`src/rtl/core/ppu_ram.sv`:
```
// Generic single-port-write, single-port-read RAM with registered read data.
// No dependencies.
module ppu_ram #(
    parameter int WIDTH = 8,
    parameter int DEPTH = 64
) (
    input  logic                     clk,
    input  logic                     we,
    input  logic [$clog2(DEPTH)-1:0] waddr,
    input  logic [WIDTH-1:0]         wdata,
    input  logic [$clog2(DEPTH)-1:0] raddr,
    output logic [WIDTH-1:0]         rdata
);

    logic [WIDTH-1:0] mem [DEPTH];

    always_ff @(posedge clk)
    begin
        if (we)
        begin
            mem[waddr] <= wdata;
        end
        rdata <= mem[raddr];
    end

endmodule

```
`config.mk`:
```
export PLATFORM = sky130hd
export DESIGN_NAME = ppu_ram
export DESIGN_NICKNAME = d
export VERILOG_FILES = /design/src/rtl/core/ppu_ram.sv
export SDC_FILE = /design/constraint.sdc
export NUM_CORES = 1
export LEC_CHECK = 0
export BUFFER_PORTS_ARGS = -buffer_cell sky130_fd_sc_hd__buf_2
export CORE_MARGIN = 3
export CORE_UTILIZATION = 35
export DETAILED_ROUTE_END_ITERATION = 10
export MAX_ROUTING_LAYER = met4
export PLACE_DENSITY = 0.49
export SYNTH_ARGS = -nofsm -noshare
export SYNTH_HDL_FRONTEND = slang
export SYNTH_SLANG_ARGS = --single-unit
```
`constraint.sdc`:
```
create_clock -name clk -period 1.8 [get_ports clk]
set_input_delay 0 -clock clk [delete_from_list [all_inputs] [get_ports clk]]
set_output_delay 0 -clock clk [all_outputs]
set_load 0.02 [all_outputs]
```
# --- Word level (Yosys, flattened, before mapping) ---
# Memories as Yosys holds them, arrays and structs flattened. A register that Yosys moved wholly into a read port is not among the register bits.
# Index checks and enable logic that the tools add are counted.
totals:
  mem_bits_rw: 512
  input_bits: 22
  wordCells: 3
  ff_bits: 0
  out_inout_bits: 8
  latchBits: 0
  mem_count: 1
  mem_bits_ro: 0
mem_list:
  columns: ["name", "depth", "width", "rd", "rd_ports_with_merged_regs", "write_ports", "line_no", "text"]
  rows:
  - ["mem", 64, 8, 1, 1, 1, "15", "logic [WIDTH-1:0] mem [DEPTH];"]
classes:
  n_eq_ne: 0
  div: 0
  n_lt_le_gt_ge: 0
  multipliers: 0
  n_mux: 2
  n_reduce_logical: 0
  n_addsub: 0
  bitwise_logic: 0
  shift: 0
op_table:
  columns: ["op", "count"]
  rows:
  - ["1-bit two-way mux", 2]

# --- Longest topological paths before layout ---
depth:
  ltp_word: 2
  mapped_depth: 9
  ltp_nobuf: 5

# --- Worst setup path after synthesis ---
# OpenSTA, ideal clock, no wires.
synth_timing:
  path_kind: "flip-flop to flip-flop"
  start: "mem mem[29][4]"
  end: "reg rdata[4] (read register of mem)"
  period_less_slack_ns: 1.692
  setup_ns: 0.132
  arrival_time_ns: 1.560
  path_slack_ns: 0.108
  stages_incl_launch_ff: 6
  path_cell_list: "edfxtp_1 > mux4_2 > mux2_2 > o221a_2 > nor3_1 > o32ai_1"
synth_lines:
  columns: ["element", "line_no", "text"]
  rows:
  - ["start, declared", "15", null]
  - ["end, declared", "12", "output logic [WIDTH-1:0] rdata"]

==> run metrics <==
outcome=finished with violations; failing checks=negative hold slack, negative setup slack; source-to-sink clock delay at the later pin of the worst-skew pair=0.61 ns; I/O Buffers=29; Sum Neg Setup Slack=-0.08064 ns; dominant synthesized flop cell=sky130_fd_sc_hd__edfxtp_1; Slew HR=0.3119; multi-input combinational cell area=4482 um2; share of Yosys cell area claimed by the top area cell type=0.7624; leakage power figure=7.874 nW; endpoints failing setup=2; type of the worst min-delay path=input port to register; finished layout cell area=24290 um2; sequential share of the synthesized area=0.7703; x dimension of the die=246.0 um; number of nets in the layout=1165; share of power burned in combinational logic=0.060; fin worst setup slack=-0.06219 ns; minimum hold slack=-0.1824 ns; number of register bits inferred by synthesis=520; largest clock skew in the final design=0.02747 ns; Worst setup EP type=register; dominant cell by count in the synthesized netlist=sky130_fd_sc_hd__edfxtp_1; Yosys top cell by area=sky130_fd_sc_hd__edfxtp_1; minimum setup slack after placement=-0.3911 ns; Die Span Y=246.0 um; Distinct cells, synth=40; pin count of the biggest net entering global routing=65; final number of hold-violating endpoints=5; First-pass DRT Iterations=7; Layout fillers=4918; Remaining Overflow, GRT=0; switching fraction of total power=0.2142; io pins=30; proportion of synthesized flip-flops having asynchronous set or reset=0; remaining number of nets flagged by the antenna check after routing=0; Longest Clk Path Bufs=3; Mean Syn Cell Area=21.45 um2; MaxCap Viol Count=0; syn nets=962; number of sinks driven by the clock tree=520; max-slew violation total from the final report=0; final total power=0.02553 W; Util after Layout=0.4284; data arrival time of the worst path=2.33 ns; power density of the placed cells=1051 nW/um2; slew at the pin closest to its max-slew limit=1.032 ns; via count of the first global-routing pass=10311; routed via count=9885; fin crit period=1.862 ns; maximum VDD drop=0.0006404 V; NetSw=0.005469 W; startpoint types=register; final period utilization=1.035; crit-path max FO=1; antenna cell count=0; area of the core=56710 um2; via/cell ratio=5.095; number of DRC markers in iteration 0=747; all-layer global routing usage=0.1704; TritonCTS clock tree=yes; CTS root buffer=sky130_fd_sc_hd__clkbuf_16; setup repair after global routing missed its margin=yes; Max Clk Rate=537.0 MHz; global-route wire length before repair=72200 um; number of DRC violations after detailed routing=0; relative contribution of the clock network to total power=0.414; total CTS buffers=53; sequential standard cell area=15530 um2; starting utilization of the core area=0.3556; Post-synth top cells=sky130_fd_sc_hd__edfxtp_1, sky130_fd_sc_hd__mux4_2, sky130_fd_sc_hd__nor2_1, sky130_fd_sc_hd__mux2i_1, sky130_fd_sc_hd__nand2_1; H-tree level count=2; sequential cell fraction of total power=0.527; Req. time, crit path=2.27 ns; # hold bufs at CTS=7; die outline area=60540 um2; CTS clock-pin slew for the worst setup and hold paths=0.06 ns; total wire length after detailed routing=49300 um; Slowest cell on crit path=sky130_fd_sc_hd__mux4_2; HPWL after detailed placement=32060 um; initial antenna violation count=2; routability cong.=0.8011; internal power contribution=0.02006 W; library cell appearing most often on the critical path=sky130_fd_sc_hd__mux4_2; Cell Area, Synth=20170 um2; top cells by area in the synthesized netlist=sky130_fd_sc_hd__edfxtp_1, sky130_fd_sc_hd__mux4_2, sky130_fd_sc_hd__nor2_1; delay of the slowest critical-path stage=0.55 ns; WL/cell=25.41 um; fraction of layout cells with a size suffix above 1=0.3573; Synthesis Warnings=0; number of synthesized flops with an enable pin=512; category of the most critical setup path=register to register; area post-placement=22380 um2; sequence of cells on the critical path=mux4_2, mux4_2, o21ai_4, o41ai_2; number of cell rows=87; cell count after synthesis=940; Area Growth Syn to Fin=20.47%
==> registers in the layout (all words and copies together), names as in the netlist <==
| register | flops |
|---|---|
| mem | 512 |
| rdata | 8 |
==> path summary, 6_finish.rpt <==
path,startpoint,endpoint,slack [ns],cells past startpoint
worst max-delay path,mem[52][5],rdata[5],-0.06,4
worst min-delay path,raddr[5],rdata[4],-0.18,3
worst max register to register,mem[52][5],rdata[5],-0.06,4
worst min register to register,mem[30][6],rdata[6],0.82,3
==> metrics by stage <==
step / hold WS, ns / std cells
5_1_grt: -0.1846 / 1940
3_5_place_dp: 0.4364 / 1837
4_1_cts: -0.2191 / 1940
2_1_floorplan: 0.09887 / 940
6_report: -0.1824 / 1940
3_3_place_gp: 0.4309 / 1837
==> per-layer routing <==
metal | up-vias | track usage | part of all wire
met5 | - | - | 0
met4 | 0 | 0.04099 | 0.021
met3 | 69 | 0.03124 | 0.044
met2 | 186 | 0.2705 | 0.49
met1 | 5291 | 0.2297 | 0.45
li1 | 4339 | - | -
==> power by group through the flow <==
stage	Sequential (W)	Clock, W	Combinational (W)
after floorplan	0.0137	0	0.000714
after global placement	0.0137	0	0.00147
after detailed placement	0.0137	0	0.00148
after CTS	0.0134	0.0108	0.00153
after global routing	0.0134	0.0114	0.00163
final	0.0134	0.0106	0.00152
==> what timing repair did <==
item                                   CTS  global route
setup endpoints to repair                6             7
pin swaps                                8             1
buffers inserted                         0             0
endpoints found under the hold margin  231             5
resized for setup                       21            11
==> cells by family after synthesis <==
kind of cell    share of synthesized area
buf+inv                           0.01570
simple gates                      0.03387
compound gates                    0.02072
flops                              0.7703
mux                                0.1594
==> cell type report <==
class	count	share of cell area
clock buffer	67	0.05840
clock inverter	29	0.01025
multi-input combinational	369	0.1845
sequential	520	0.6394
tap	756	0.03893
timing repair buffer	199	0.06850
==> critical path, delay by kind of cell, from the launching register on <==
kind	cells	cell delay [ns]
AO/OA/AOI/OAI	2	0.29
flip-flops	1	0.37
multiplexers	2	1.07
==> layout by cell type, fill, tap and decap left out, drive strengths merged, types with 3 or more instances in the layout <==
cell type    instances
a211oi               4
a21oi                3
a221oi               6
a22oi                3
buf                191
bufinv               3
clkbuf              68
clkinv              21
dfxtp                8
dlygate4sd3          7
edfxtp             512
inv                  3
mux2                13
mux2i               23
mux4               126
nand2               19
nand2b               7
nand3               13
nand3b               3
nor2                83
nor2b               14
nor3                 7
o2111ai              3
o21ai                4
o221ai               8
o22ai                8
o2bb2ai              3
(Power assumes the default switching activity.)
