File: src/rtl/core/ppu_pkg.sv
// Shared types and constants of the particle pool update block.
// No dependencies; compile first.
package ppu_pkg;

    localparam int SLOTS   = 64;
    localparam int IDX_W   = $clog2(SLOTS);
    localparam int COUNT_W = $clog2(SLOTS + 1);

    // divider sizing: 16 quotient bits, dividend below divisor * 2^16
    localparam int DIVD_W = 54;
    localparam int DIVS_W = 36;
    localparam int QUO_W  = 16;

    typedef enum logic [1:0] {
        ACT_TICK  = 2'd0,
        ACT_SPAWN = 2'd1,
        ACT_READ  = 2'd2,
        ACT_CLEAR = 2'd3
    } action_t;

    typedef struct packed {
        logic [1:0]  action;
        logic [15:0] elapsed;
        logic [5:0]  slot;
        logic [47:0] start_position;
        logic [47:0] start_velocity;
        logic [31:0] spin;
        logic [15:0] scale_begin;
        logic [15:0] scale_final;
        logic [12:0] alpha_begin;
        logic [12:0] alpha_final;
        logic [15:0] life_span;
        logic [7:0]  style;
    } cmd_item_t;

    typedef struct packed {
        logic        accepted;
        logic [6:0]  live_count;
        logic        slot_active;
        logic [47:0] position;
        logic [15:0] angle;
        logic [15:0] size;
        logic [12:0] opacity;
        logic [7:0]  kind;
    } rsp_item_t;

    // one slot as stored in the slot memory
    typedef struct packed {
        logic [2:0][15:0] pos;
        logic [2:0][15:0] vel;
        logic [15:0]      angle;
        logic [15:0]      rate;
        logic [15:0]      sc_begin;
        logic [15:0]      sc_final;
        logic [15:0]      sc_now;
        logic [12:0]      al_begin;
        logic [12:0]      al_final;
        logic [12:0]      al_now;
        logic [15:0]      age;
        logic [15:0]      life;
        logic [7:0]       kind;
    } slot_rec_t;

    localparam int REC_W = $bits(slot_rec_t);

endpackage

File: src/rtl/core/ppu_div.sv
// Restoring divider, one quotient bit per cycle, 16 quotient bits.
// Depends on ppu_pkg; the dividend must be below divisor * 2^16.
module ppu_div (
    input  logic                        clk,
    input  logic                        rst_n,
    input  logic                        start,
    input  logic [ppu_pkg::DIVD_W-1:0]  dividend,
    input  logic [ppu_pkg::DIVS_W-1:0]  divisor,
    output logic                        done,
    output logic [ppu_pkg::QUO_W-1:0]   quotient
);
    import ppu_pkg::*;

    localparam int CNT_W = $clog2(QUO_W);

    logic [DIVD_W-1:0] rem_reg;
    logic [DIVD_W-1:0] dsh_reg;
    logic [QUO_W-1:0]  quo_reg;
    logic [CNT_W-1:0]  cnt_reg;
    logic              busy_reg;
    logic              done_reg;
    logic              fits;

    assign fits     = rem_reg >= dsh_reg;
    assign done     = done_reg;
    assign quotient = quo_reg;

    always_ff @(posedge clk or negedge rst_n)
    begin
        if (!rst_n)
        begin
            busy_reg <= 1'b0;
            done_reg <= 1'b0;
            cnt_reg  <= '0;
        end
        else
        begin
            done_reg <= 1'b0;
            if (start)
            begin
                rem_reg  <= dividend;
                dsh_reg  <= DIVD_W'(divisor) << (QUO_W - 1);
                cnt_reg  <= CNT_W'(QUO_W - 1);
                busy_reg <= 1'b1;
            end
            else if (busy_reg)
            begin
                if (fits)
                begin
                    rem_reg <= rem_reg - dsh_reg;
                end
                quo_reg <= {quo_reg[QUO_W-2:0], fits};
                dsh_reg <= dsh_reg >> 1;
                if (cnt_reg == '0)
                begin
                    busy_reg <= 1'b0;
                    done_reg <= 1'b1;
                end
                else
                begin
                    cnt_reg <= cnt_reg - 1'b1;
                end
            end
        end
    end

endmodule

File: config.mk
export PLATFORM = sky130hd
export DESIGN_NAME = ppu_div
export DESIGN_NICKNAME = d
export VERILOG_FILES = /design/src/rtl/core/ppu_pkg.sv /design/src/rtl/core/ppu_div.sv
export SDC_FILE = /design/constraint.sdc
export NUM_CORES = 1
export LEC_CHECK = 0
export ABC_CLOCK_PERIOD_IN_PS = 10100
export BUFFER_PORTS_ARGS = -buffer_cell sky130_fd_sc_hd__buf_2
export CORE_MARGIN = 1
export CORE_UTILIZATION = 60
export DETAILED_ROUTE_END_ITERATION = 10
export GPL_ROUTABILITY_DRIVEN = 0
export PLACE_DENSITY = 0.85
export RECOVER_POWER = 100
export SYNTH_ARGS = -nofsm -noshare
export SYNTH_HDL_FRONTEND = slang
export SYNTH_SLANG_ARGS = --single-unit
File: constraint.sdc
create_clock -name clk -period 10.1 [get_ports clk]
set_clock_uncertainty 0.15 [all_clocks]
set_input_delay 1.01 -clock clk [delete_from_list [all_inputs] [get_ports clk]]
set_output_delay 1.01 -clock clk [all_outputs]
set_load 0.02 [all_outputs]
[Word level (Yosys, flattened, before mapping)]
Cells that the tools add are included.
Storage, ports and cells
  memory bits (read-only): 0
  register bits after elaboration: 130
  bits of input ports: 93
  latch bits: 0
  memory bits (writable): 0
  memories kept: 0
Operators by class
  mux-type cells: 14
  equal/unequal tests: 1
  div/mod/pow operators: 0
  reductions and logical operators: 7
  shift-type cells: 0
  multiply operators: 0
  bitwise operators: 1
  add/subtract/negate cells: 2
  order comparisons: 1
Operator list (count)
  $mux 54: 4
  $ge 54x54->1: 1
  $sub 54x54->54: 1
  $mux 51: 1
  $mux 4: 3
  $mux 1: 6
  $reduce_and 3->1: 2
  $logic_not 4->1: 1
  $reduce_and 2->1: 2
  $reduce_bool 2->1: 2
  $sub 4x1->4 const B: 1
  $ne 2x2->1 const B: 1
  $not 1->1: 1

[Depth between registers and ports, before layout]
Gate-level depths: netlist of run 1.
  depth after elaboration: 4
  gate-level depth with buffers: 13
  mapped depth without buffers: 13

[Least setup slack after synthesis of run 1]
No wires, ideal clock.
  kind: flip-flop to flip-flop
  start: register rem_reg[26]
  end: register rem_reg[0], enable pin
  stages on the path, launching flop included: 12
  data required time: 9403 ps
  buffers on the path: 1
  path slack: 3347 ps
  period minus slack after synthesis: 6753 ps
  data arrival time: 6057 ps
  path through: edfxtp_1 -> ha_1 -> clkbuf_1 -> nand4_1 -> nor3_1 -> a221oi_1 -> o21ai_0 -> a31oi_1 -> o21a_1 -> o21ai_2 -> a21oi_1 -> a211oi_1
On the way
  word-level cells in the longest chain between the ends: 3
RTL lines
  start: declaration: RTL line ppu_div.sv:16  | logic [DIVD_W-1:0] rem_reg;
  start signal: assignment: RTL line ppu_div.sv:41  | rem_reg <= dividend;
  start signal: assignment: RTL line ppu_div.sv:50  | rem_reg <= rem_reg - dsh_reg;
  $ge 54x54->1: RTL line ppu_div.sv:24  | assign fits = rem_reg >= dsh_reg;
  $reduce_bool 2->1 (no source line)
  $reduce_and 3->1 (no source line)
No other way between the ends.
A chain may end at the register's enable or synchronous reset.

[Worst setup path after layout of run 1]
  start: register dsh_reg[0]
  end: register rem_reg[3], enable pin
On the way
  word-level cells in the longest chain between the ends: 3
RTL lines
  start: declaration: RTL line ppu_div.sv:17  | logic [DIVD_W-1:0] dsh_reg;
  start signal: assignment: RTL line ppu_div.sv:42  | dsh_reg <= DIVD_W'(divisor) << (QUO_W - 1);
  start signal: assignment: RTL line ppu_div.sv:53  | dsh_reg <= dsh_reg >> 1;
  $ge 54x54->1: RTL line ppu_div.sv:24
  $reduce_bool 2->1 (no source line)
  $reduce_and 3->1 (no source line)
No other way between the ends.

==> results.cfg, run 1 <==
[outcome]
status = complete, but fails checks
violations = max-capacitance violations, max-slew violations

[power]
p_clk_share_pct = 32.7
p_per_area_nw_per_um2 = 192
p_sw_share_pct = 32.5
power_leakage_uw = 0.00436
sequentialPowerShare_pct = 36.3
internal_power_uw = 1290
vdd_drop_max_v = 0.000135
p_sw_uw = 621
pwr-share-comb_pct = 31.0

[cts]
clockBufferDepth = 2
cts_buffers = 17
path_clk_slew_ns = 0.06
postCtsHoldBufs = 0
root_buffer = clkbuf_16
htreeDepth = 4
clk_latency_ns = 0.42
cts_tree = yes
post_cts_resized = 0
cts_setup_buffers = 0
clock_sink_count = 130

[timing]
hold_viol = 0
slew_violations = 155
min_period_over_period_pct = 51.0
clock.fmax_mhz = 194
slew_headroom_pct = -52.7
rsz0062_at_grt = false
setup_violations = 0
final.setup.tns_ns = 0
min_period_ns = 5.15
fin_hold_ws_ns = 0.303
tightest_slew_ns = 2.29

[setup_path]
worstSetupStartpointType = flop
crit_family = compound AO/OA/AOI/OAI gates
crit_slowest_cell = clkbuf_1
end_kind = flop
critPathMaxFanout = 30
path_buf_inv = 2
cp_common_cell = o21ai_0
cp.arrival_ns = 5.00
worstPathRequired_ns = 9.95
path_cells = ha_1 > inv_1 > fa_1 > a21o_1 > a221oi_1 > o21ai_0 > a41o_1 > a31oi_1 > o21a_1 > o21ai_0 > a21oi_1 > a211oi_4 > clkbuf_1
cp_slowest_stage_delay_ns = 1.41
setup.worst_path.class = flop to flop

[final_layout]
multi_input_area_um2 = 4410
drive_above_1_share_pct = 13.2
area_growth_pct = 12.9
antenna_cells = 0
regArea_um2 = 3870
nets = 1171
fillCellCount = 1098

[floorplan]
pin_count = 110
core_area_um2 = 14100
die_h_um = 123
rows = 43
start_util_pct = 62.5
fp.dieW_um = 123
dieArea_um2 = 15200

[logic_synthesis]
ys_seq_area_share_pct = 44.0
synth_compound_area_share_pct = 20.9
async_flop_share_pct = 4.62
synth_xor_xnor_area_share_pct = 4.97
ys_warn_count = 0
synth_cell_types = 62
avgSynthCellArea_um2 = 9.38
synth_edf_count = 124
synthAdderAreaFrac_pct = 8.04
synth-simple-area-share_pct = 13.7
synthMuxAreaShare_pct = 2.84
synth_cells = 939
synth_fp_nets = 1088
synth_seq_cells = 130
synth_top_family_by_area = compound AO/OA/AOI/OAI gates
yosys_most_used_dff = edfxtp_1
syn_area_um2 = 8810

[detailed_routing]
antenna_left = 0
viasPerCell = 6.05
dr.pass1.iters = 8
wirelength_um = 20800
first_iter_violations = 617
vias = 7351
post_drt_wl_per_cell_um = 17.1
route.detailed.drc = 0

[grt]
grt_max_degree = 122
grt_pass1_wl_um = 34000
track_usage_pct = 29.2
gr-total-overflow = 0
grt_pass1_vias = 7031
grt_antenna_before_repair = 0

[placement]
io_buffer_count = 109
dpl.hpwl_um = 14500

[min_path]
hold_class = flop to flop

[run]
cap_violations = 4
## worst paths after layout
kind / start / to / slack [ns] / cells past startpoint
hold reg to reg: quotient[6] / quotient[7] / 0.30 / 0
setup reg to reg: dsh_reg[0] / rem_reg[3] / 4.95 / 13
max in group asynchronous: rst_n / cnt_reg[2] / 8.07 / 2
setup / recovery: dsh_reg[0] / rem_reg[3] / 4.95 / 13
hold / removal: quotient[6] / quotient[7] / 0.30 / 0
min in group asynchronous: rst_n / cnt_reg[1] / 0.87 / 2
## routing by layer
metal,wire (um),vias up,track usage [%]
li1,-,3555,-
met1,8970,3422,38.1
met2,9890,340,47.8
met3,1600,34,6.83
met4,331,0,9.71
met5,0,-,0
## cell type report
class	instances	share of cell area, %
multi-input cells	681	44.4
flip-flops and latches	130	38.9
repair buffers	116	5.60
inverters	76	2.87
clock buffers	18	4.31
clock inverters	14	1.65
well taps	180	2.26
## metrics by stage
stage / instance area [um2] / worst slack [ns] / utilization, % / power [uW] / cells
6_report: 9950 / 4.95 / 70.6 / 1910 / 1215
5_1_grt: 9950 / 4.50 / 70.6 / 2000 / 1215
4_1_cts: 10000 / 6.25 / 71.2 / 1910 / 1215
3_5_place_dp: 9450 / 6.33 / 67.0 / 1280 / 1183
3_3_place_gp: 9450 / 6.48 / 67.0 / 1270 / 1183
2_1_floorplan: 8810 / 3.35 / - / 1140 / 939
## power by group through the flow
stage | combinational [uW] | sequential [uW] | clock, uW
after floorplan | 445 | 700 | 0
after global placement | 570 | 697 | 0
after detailed placement | 581 | 700 | 0
after CTS | 593 | 690 | 629
after global routing | 652 | 698 | 654
final | 592 | 692 | 625
## cell usage after synthesis, types with 4 or more instances
cell type,instances,share of area (%)
nor3_1,12,0.68
a21o_1,36,3.1
o21ai_0,87,4.9
o21ai_1,9,0.51
and2_1,4,0.28
and3_1,4,0.28
a31oi_1,8,0.57
nand4_1,21,1.5
a22o_1,14,1.4
o21bai_1,10,0.85
mux2_2,4,0.51
mux2i_1,19,2.2
nor2_1,52,2.2
nand3_1,13,0.74
nor2b_1,6,0.43
a21boi_0,6,0.51
a211oi_1,6,0.51
clkbuf_1,41,1.7
o211ai_1,9,0.77
inv_1,76,3.2
dfrtp_1,6,1.7
xnor2_1,25,2.5
buf_2,8,0.45
a21oi_1,56,3.2
o21a_1,8,0.68
xor2_1,25,2.5
nand2_1,140,6.0
edfxtp_1,124,42
ha_1,55,7.8
## cells by family after synthesis
logic type,count (synthesis)
muxes,24
xor gates and xnor gates,50
and+or+nand+nor,272
DFF,130
AOI/OAI and AO/OA,279
buffers and inverters,128
adders and majority gates,56
## cells in the final DEF, fill, tap and decap left out, drive strengths merged, types with 8 or more instances in the layout
| master | Yosys | layout |
|---|---|---|
| a21o | 37 | 37 |
| nor3 | 12 | 12 |
| a31oi | 8 | 8 |
| xor2 | 25 | 25 |
| o21a | 8 | 8 |
| buf | 11 | 93 |
| clkbuf | 41 | 41 |
| nand3 | 13 | 13 |
| nor2 | 52 | 52 |
| ha | 55 | 55 |
| nand4 | 21 | 21 |
| o21bai | 10 | 10 |
| nand2 | 141 | 141 |
| o211ai | 9 | 9 |
| mux2i | 19 | 19 |
| xnor2 | 25 | 25 |
| edfxtp | 124 | 124 |
| inv | 76 | 77 |
| a21oi | 57 | 57 |
| o21ai | 98 | 98 |
| a22o | 14 | 14 |
(Power assumes the default switching activity.)
==> inputs of run 2 (changes only) <==
- ABC_CLOCK_PERIOD_IN_PS: 10100 -> 4230
- CORE_UTILIZATION: 60 -> 54
- PLACE_DENSITY: 0.85 -> 0.81
- clock period: 10.1 -> 4.23 ns (I/O delays scaled with it)
==> run 2 against run 1 <==
Final area up 1.1%. Core utilization fell by 7.3 points. Die area up 11%. Final cell count grew 3.5%. Global-route usage shrank 3.6 points. The run still ends with max-capacitance violations, max-slew violations left. Clock power grew 140%. Sequential cell count did not move.
==> results.cfg, run 2 (synthesis results as in run 1) <==
[grt]
grt_max_degree = 108
grt_pass1_wl_um = 33500
busiest_layer = met2
globalRouteMet1Util_pct = 34.8
use_met3_pct = 4.47
grt_pass1_vias = 6844
grt_antenna_before_repair = 0
gr-total-overflow = 0
met2_usage_pct = 40.8
track_usage_pct = 25.6

[outcome]
status = complete, but fails checks
violations = max-capacitance violations, max-slew violations

[setup_path]
end_kind = flop
worstSetupStartpointType = flop
path_cells = inv_1 > ha_1 > inv_1 > fa_1 > a21o_1 > a221oi_4 > o21ai_2 > a41o_1 > a31oi_1 > o21a_1 > o21ai_2 > a21oi_1 > a211oi_4 > buf_4 > buf_4
cp.arrival_ns = 3.93
cp_slowest_stage_delay_ns = 0.41
critPathMaxFanout = 21
setup.worst_path.class = flop to flop
path_buf_inv = 4
crit_family = compound AO/OA/AOI/OAI gates
worstPathRequired_ns = 4.23
crit_slowest_cell = fa_1

[floorplan]
start_util_pct = 55.5
dieArea_um2 = 16800
pin_count = 110
die_h_um = 130
rows = 46
fp.dieW_um = 130
core_area_um2 = 15900

[detailed_routing]
antenna_left = 0
first_iter_violations = 668
dr.pass1.iters = 6
viasPerCell = 5.83
route.detailed.drc = 0
wirelength_um = 20700
vias = 7327
post_drt_wl_per_cell_um = 16.4

[placement]
dp_cells = 1220
dpl.hpwl_um = 15000
io_buffer_count = 109

[final_layout]
layoutNonFillerInstCount = 1257
nets = 1177
antenna_cells = 0
fillCellCount = 1376
area_growth_pct = 14.1
final_common_cell = nand2_1
drive_above_1_share_pct = 14.1
layout_common_cells = nand2_1, edfxtp_1, o21ai_0, buf_2, inv_1

[power]
vdd_drop_max_v = 0.000325
p_per_area_nw_per_um2 = 456
power_leakage_uw = 0.00442

[timing]
rsz0062_at_grt = false
min_period_over_period_pct = 93.0
hold_viol = 0
setup_violations = 0
clock.fmax_mhz = 254
slew_headroom_pct = -65.4
min_period_ns = 3.93
final.setup.tns_ns = 0
slew_violations = 189
tightest_slew_ns = 2.48

[cts]
post_cts_resized = 0
cts_buffers = 17
clockBufferDepth = 2
clk_latency_ns = 0.43
clock_sink_count = 130
cts_tree = yes
htreeDepth = 4
path_clk_slew_ns = 0.06
root_buffer = clkbuf_16

[run]
cap_violations = 3

[min_path]
hold_class = input port to flop
[run 2: cell count changes in the layout (fill, tap and decap cells not counted), moves of 3 or more]
cell	before	now
buf_4	2	5
clkbuf_2	0	3
clkinv_4	2	5
clkinvlp_4	4	0
inv_6	1	4
[run 2: cell type report]
cell class                      instances  area (um2)  area share [%]
Multi-Input combinational cell        681        4410            43.9
Sequential cell                       130        3870            38.5
Timing Repair Buffer                  122         607            6.03
Clock buffer                           18         429            4.27
Inverter                               76         285            2.84
Tap cell                              216         270            2.69
Clock inverter                         14         179            1.78
[run 2: repair_timing]
item | 4_1_cts | 5_1_grt
endpoints found under the hold margin | 6 | 0
endpoints found under the setup margin | 0 | 42
buffers inserted | 0 | 4
hold buffers | 1 | 0
[run 2: worst paths after layout]
path	from	end	slack, ns	depth (start not counted)
min in group asynchronous	rst_n	done	0.90	3
worst max register to register	rem_reg[0]	rem_reg[41]	0.30	15
worst min register to register	quotient[3]	quotient[4]	0.30	0
max in group asynchronous	rst_n	cnt_reg[0]	2.23	3
worst min-delay path	dividend[46]	rem_reg[46]	0.12	3
worst max-delay path	rem_reg[0]	rem_reg[41]	0.30	15
[run 2: routing by layer]
metal / wire length [um] / vias up / share of wire [%]
met3: 1360 / 38 / 6.6
met2: 9580 / 298 / 46
li1: - / 3577 / -
met4: 400 / 0 / 1.9
met5: 0 / - / 0
met1: 9320 / 3414 / 45
[run 2: stage by stage]
step | utilization (%) | cell area (um2) | power, uW | setup WS, ns | hold WS [ns]
after global routing | 63.3 | 10100 | 4820 | 0.119 | 0.123
after global placement | 59.8 | 9500 | 3040 | 0.320 | 0.281
after floorplan | - | 8830 | 2730 | 0.0225 | -0.0226
after CTS | 63.7 | 10100 | 4600 | 0.126 | 0.112
final | 63.3 | 10100 | 4590 | 0.296 | 0.123
after detailed placement | 59.8 | 9500 | 3070 | 0.175 | 0.281
[run 2: power by group]
part / leakage (uW) / internal [uW] / total (uW) / switching, uW
combinational: 0.00285 / 566 / 1420 / 850
sequential: 0.00127 / 1600 / 1650 / 55.0
clock: 0.000300 / 935 / 1520 / 589
[run 2: tightest hold or removal path, cell delays in order]
cell     delay, ns
buf_2         0.07
nand2_1       0.04
o21ai_0       0.05
==> inputs of run 3 (changes only) <==
- CAP_MARGIN: unset -> 20
- HOLD_SLACK_MARGIN: unset -> 0.08
- REMOVE_ABC_BUFFERS: unset -> 1
==> run 3 against run 2 <==
The run still ends with max-capacitance violations, max-slew violations left. Final cell count fell by 0.16%. Sequential power barely moved. Routed wire length fell by 0.74%. Non-clock buffer count fell by 2. Via count fell by 1.8%. Clock-buffer cell count fell by 1. Die area did not move. Sequential share of layout area rose by 0.25 points. Setup slack improved by 0.028 ns. Final area fell by 0.63%. Global-route usage fell by 0.063 points. Sequential cell count did not move. Critical path type unchanged. Highest routed layer unchanged.
==> results.cfg, run 3 (synthesis results as in run 1) <==
[outcome]
status = complete, but fails checks
violations = max-capacitance violations, max-slew violations

[final_layout]
nets = 1175
drive_above_1_share_pct = 13.9
layout_common_cells = nand2_1, edfxtp_1, o21ai_0, buf_2, inv_1
multi_input_area_um2 = 4440
final_common_cell = nand2_1
layoutNonFillerInstCount = 1255
antenna_cells = 0
area_growth_pct = 13.4
fillCellCount = 1370
regArea_um2 = 3870

[detailed_routing]
antenna_left = 0
post_drt_wl_per_cell_um = 16.3
dr.pass1.iters = 5
wirelength_um = 20500
viasPerCell = 5.74
first_iter_violations = 756
route.detailed.drc = 0
vias = 7198

[setup_path]
worstSetupStartpointType = flop
critPathMaxFanout = 37
worstPathRequired_ns = 4.20
setup.worst_path.class = flop to flop
cp.arrival_ns = 3.88
end_kind = flop

[timing]
tightest_slew_ns = 2.52
hold_viol = 0
rsz0062_at_grt = false
slew_violations = 145
fin_hold_ws_ns = 0.123
clock.fmax_mhz = 256
slew_headroom_pct = -67.8
min_period_over_period_pct = 92.3
final.setup.tns_ns = 0
setup_violations = 0
setup_ws_ns = 0.324
min_period_ns = 3.91

[cts]
cts_tree = yes
path_clk_slew_ns = 0.06
htreeDepth = 4
clk_latency_ns = 0.43
post_cts_resized = 0
clockBufferDepth = 2
clock_sink_count = 130
cts_setup_buffers = 0
root_buffer = clkbuf_16
postCtsHoldBufs = 1
cts_buffers = 17

[placement]
place_ws_ns = 0.408
dpl.hpwl_um = 14700
dp_cells = 1222
io_buffer_count = 109

[power]
vdd_drop_max_v = 0.000367
p_total_uw = 4440
power_leakage_uw = 0.00436
p_per_area_nw_per_um2 = 444

[grt]
met2_usage_pct = 41.4
track_usage_pct = 25.6
globalRouteMet1Util_pct = 34.0
gr-total-overflow = 0
grt_pass1_wl_um = 33300
grt_max_degree = 85
busiest_layer = met2
grt_antenna_before_repair = 0
grt_pass1_vias = 6886
use_met3_pct = 5.37

[min_path]
hold_class = input port to flop

[floorplan]
die_h_um = 130
start_util_pct = 55.5
fp.dieW_um = 130
core_area_um2 = 15900
pin_count = 110
rows = 46
dieArea_um2 = 16800

[run]
cap_violations = 4
==> run 3: cell types whose count changed in the layout (fill, tap and decap cells not counted), moves of 2 or more <==
cell	change
clkinvlp_4	+4
o21ai_0	+2
inv_6	-4
clkinv_4	-2
clkbuf_1	+2
bufinv_16	-2
buf_4	-3
clkinv_2	+4
clkbuf_4	-2
==> run 3: path summary, 6_finish.rpt <==
kind                                   from          end  slack (ns)  cells after the start
worst max-delay path             rem_reg[0]  rem_reg[27]        0.32                     14
worst min-delay path            dividend[6]   rem_reg[6]        0.12                      3
worst max register to register   rem_reg[0]  rem_reg[27]        0.32                     14
worst min register to register  quotient[3]  quotient[4]        0.30                      0
max in group asynchronous             rst_n   cnt_reg[1]        2.12                      3
min in group asynchronous             rst_n   cnt_reg[2]        0.95                      3
==> run 3: worst max-delay path, cell delays in order, from the launching register on <==
cell and delay [ns]:
edfxtp_1 0.35, inv_1 0.06, ha_1 0.14, inv_1 0.05
fa_1 0.41, a21o_1 0.24, a221oi_4 0.32, o21ai_2 0.15
a41o_1 0.33, a31oi_1 0.29, o21a_1 0.19, o21ai_0 0.15
a21oi_1 0.31, a211oi_4 0.10, buf_4 0.32
==> run 3: power breakdown <==
group          switching, uW  total (uW)  internal (uW)
registers               55.1        1650           1600
logic                    848        1410            563
clock network            579        1380            799
==> run 3: cell type report <==
| class | count | share of cell area [%] |
|---|---|---|
| Inverter | 76 | 2.85 |
| Sequential cell | 130 | 38.8 |
| Timing Repair Buffer | 120 | 5.81 |
| Tap cell | 216 | 2.70 |
| Clock inverter | 15 | 1.20 |
| Clock buffer | 17 | 4.26 |
| Multi-Input combinational cell | 681 | 44.4 |
==> run 3: metrics by stage <==
stage | utilization, % | cell area [um2]
2_1_floorplan | - | 8610
3_3_place_gp | 59.9 | 9510
3_5_place_dp | 59.9 | 9510
4_1_cts | 63.4 | 10100
5_1_grt | 62.9 | 9990
6_report | 62.9 | 9990
==> run 3: layer usage <==
metal,vias to the layer above,share of wire (%)
li1,3562,-
met1,3384,46
met2,225,47
met3,27,5.2
met4,0,1.8
met5,-,0
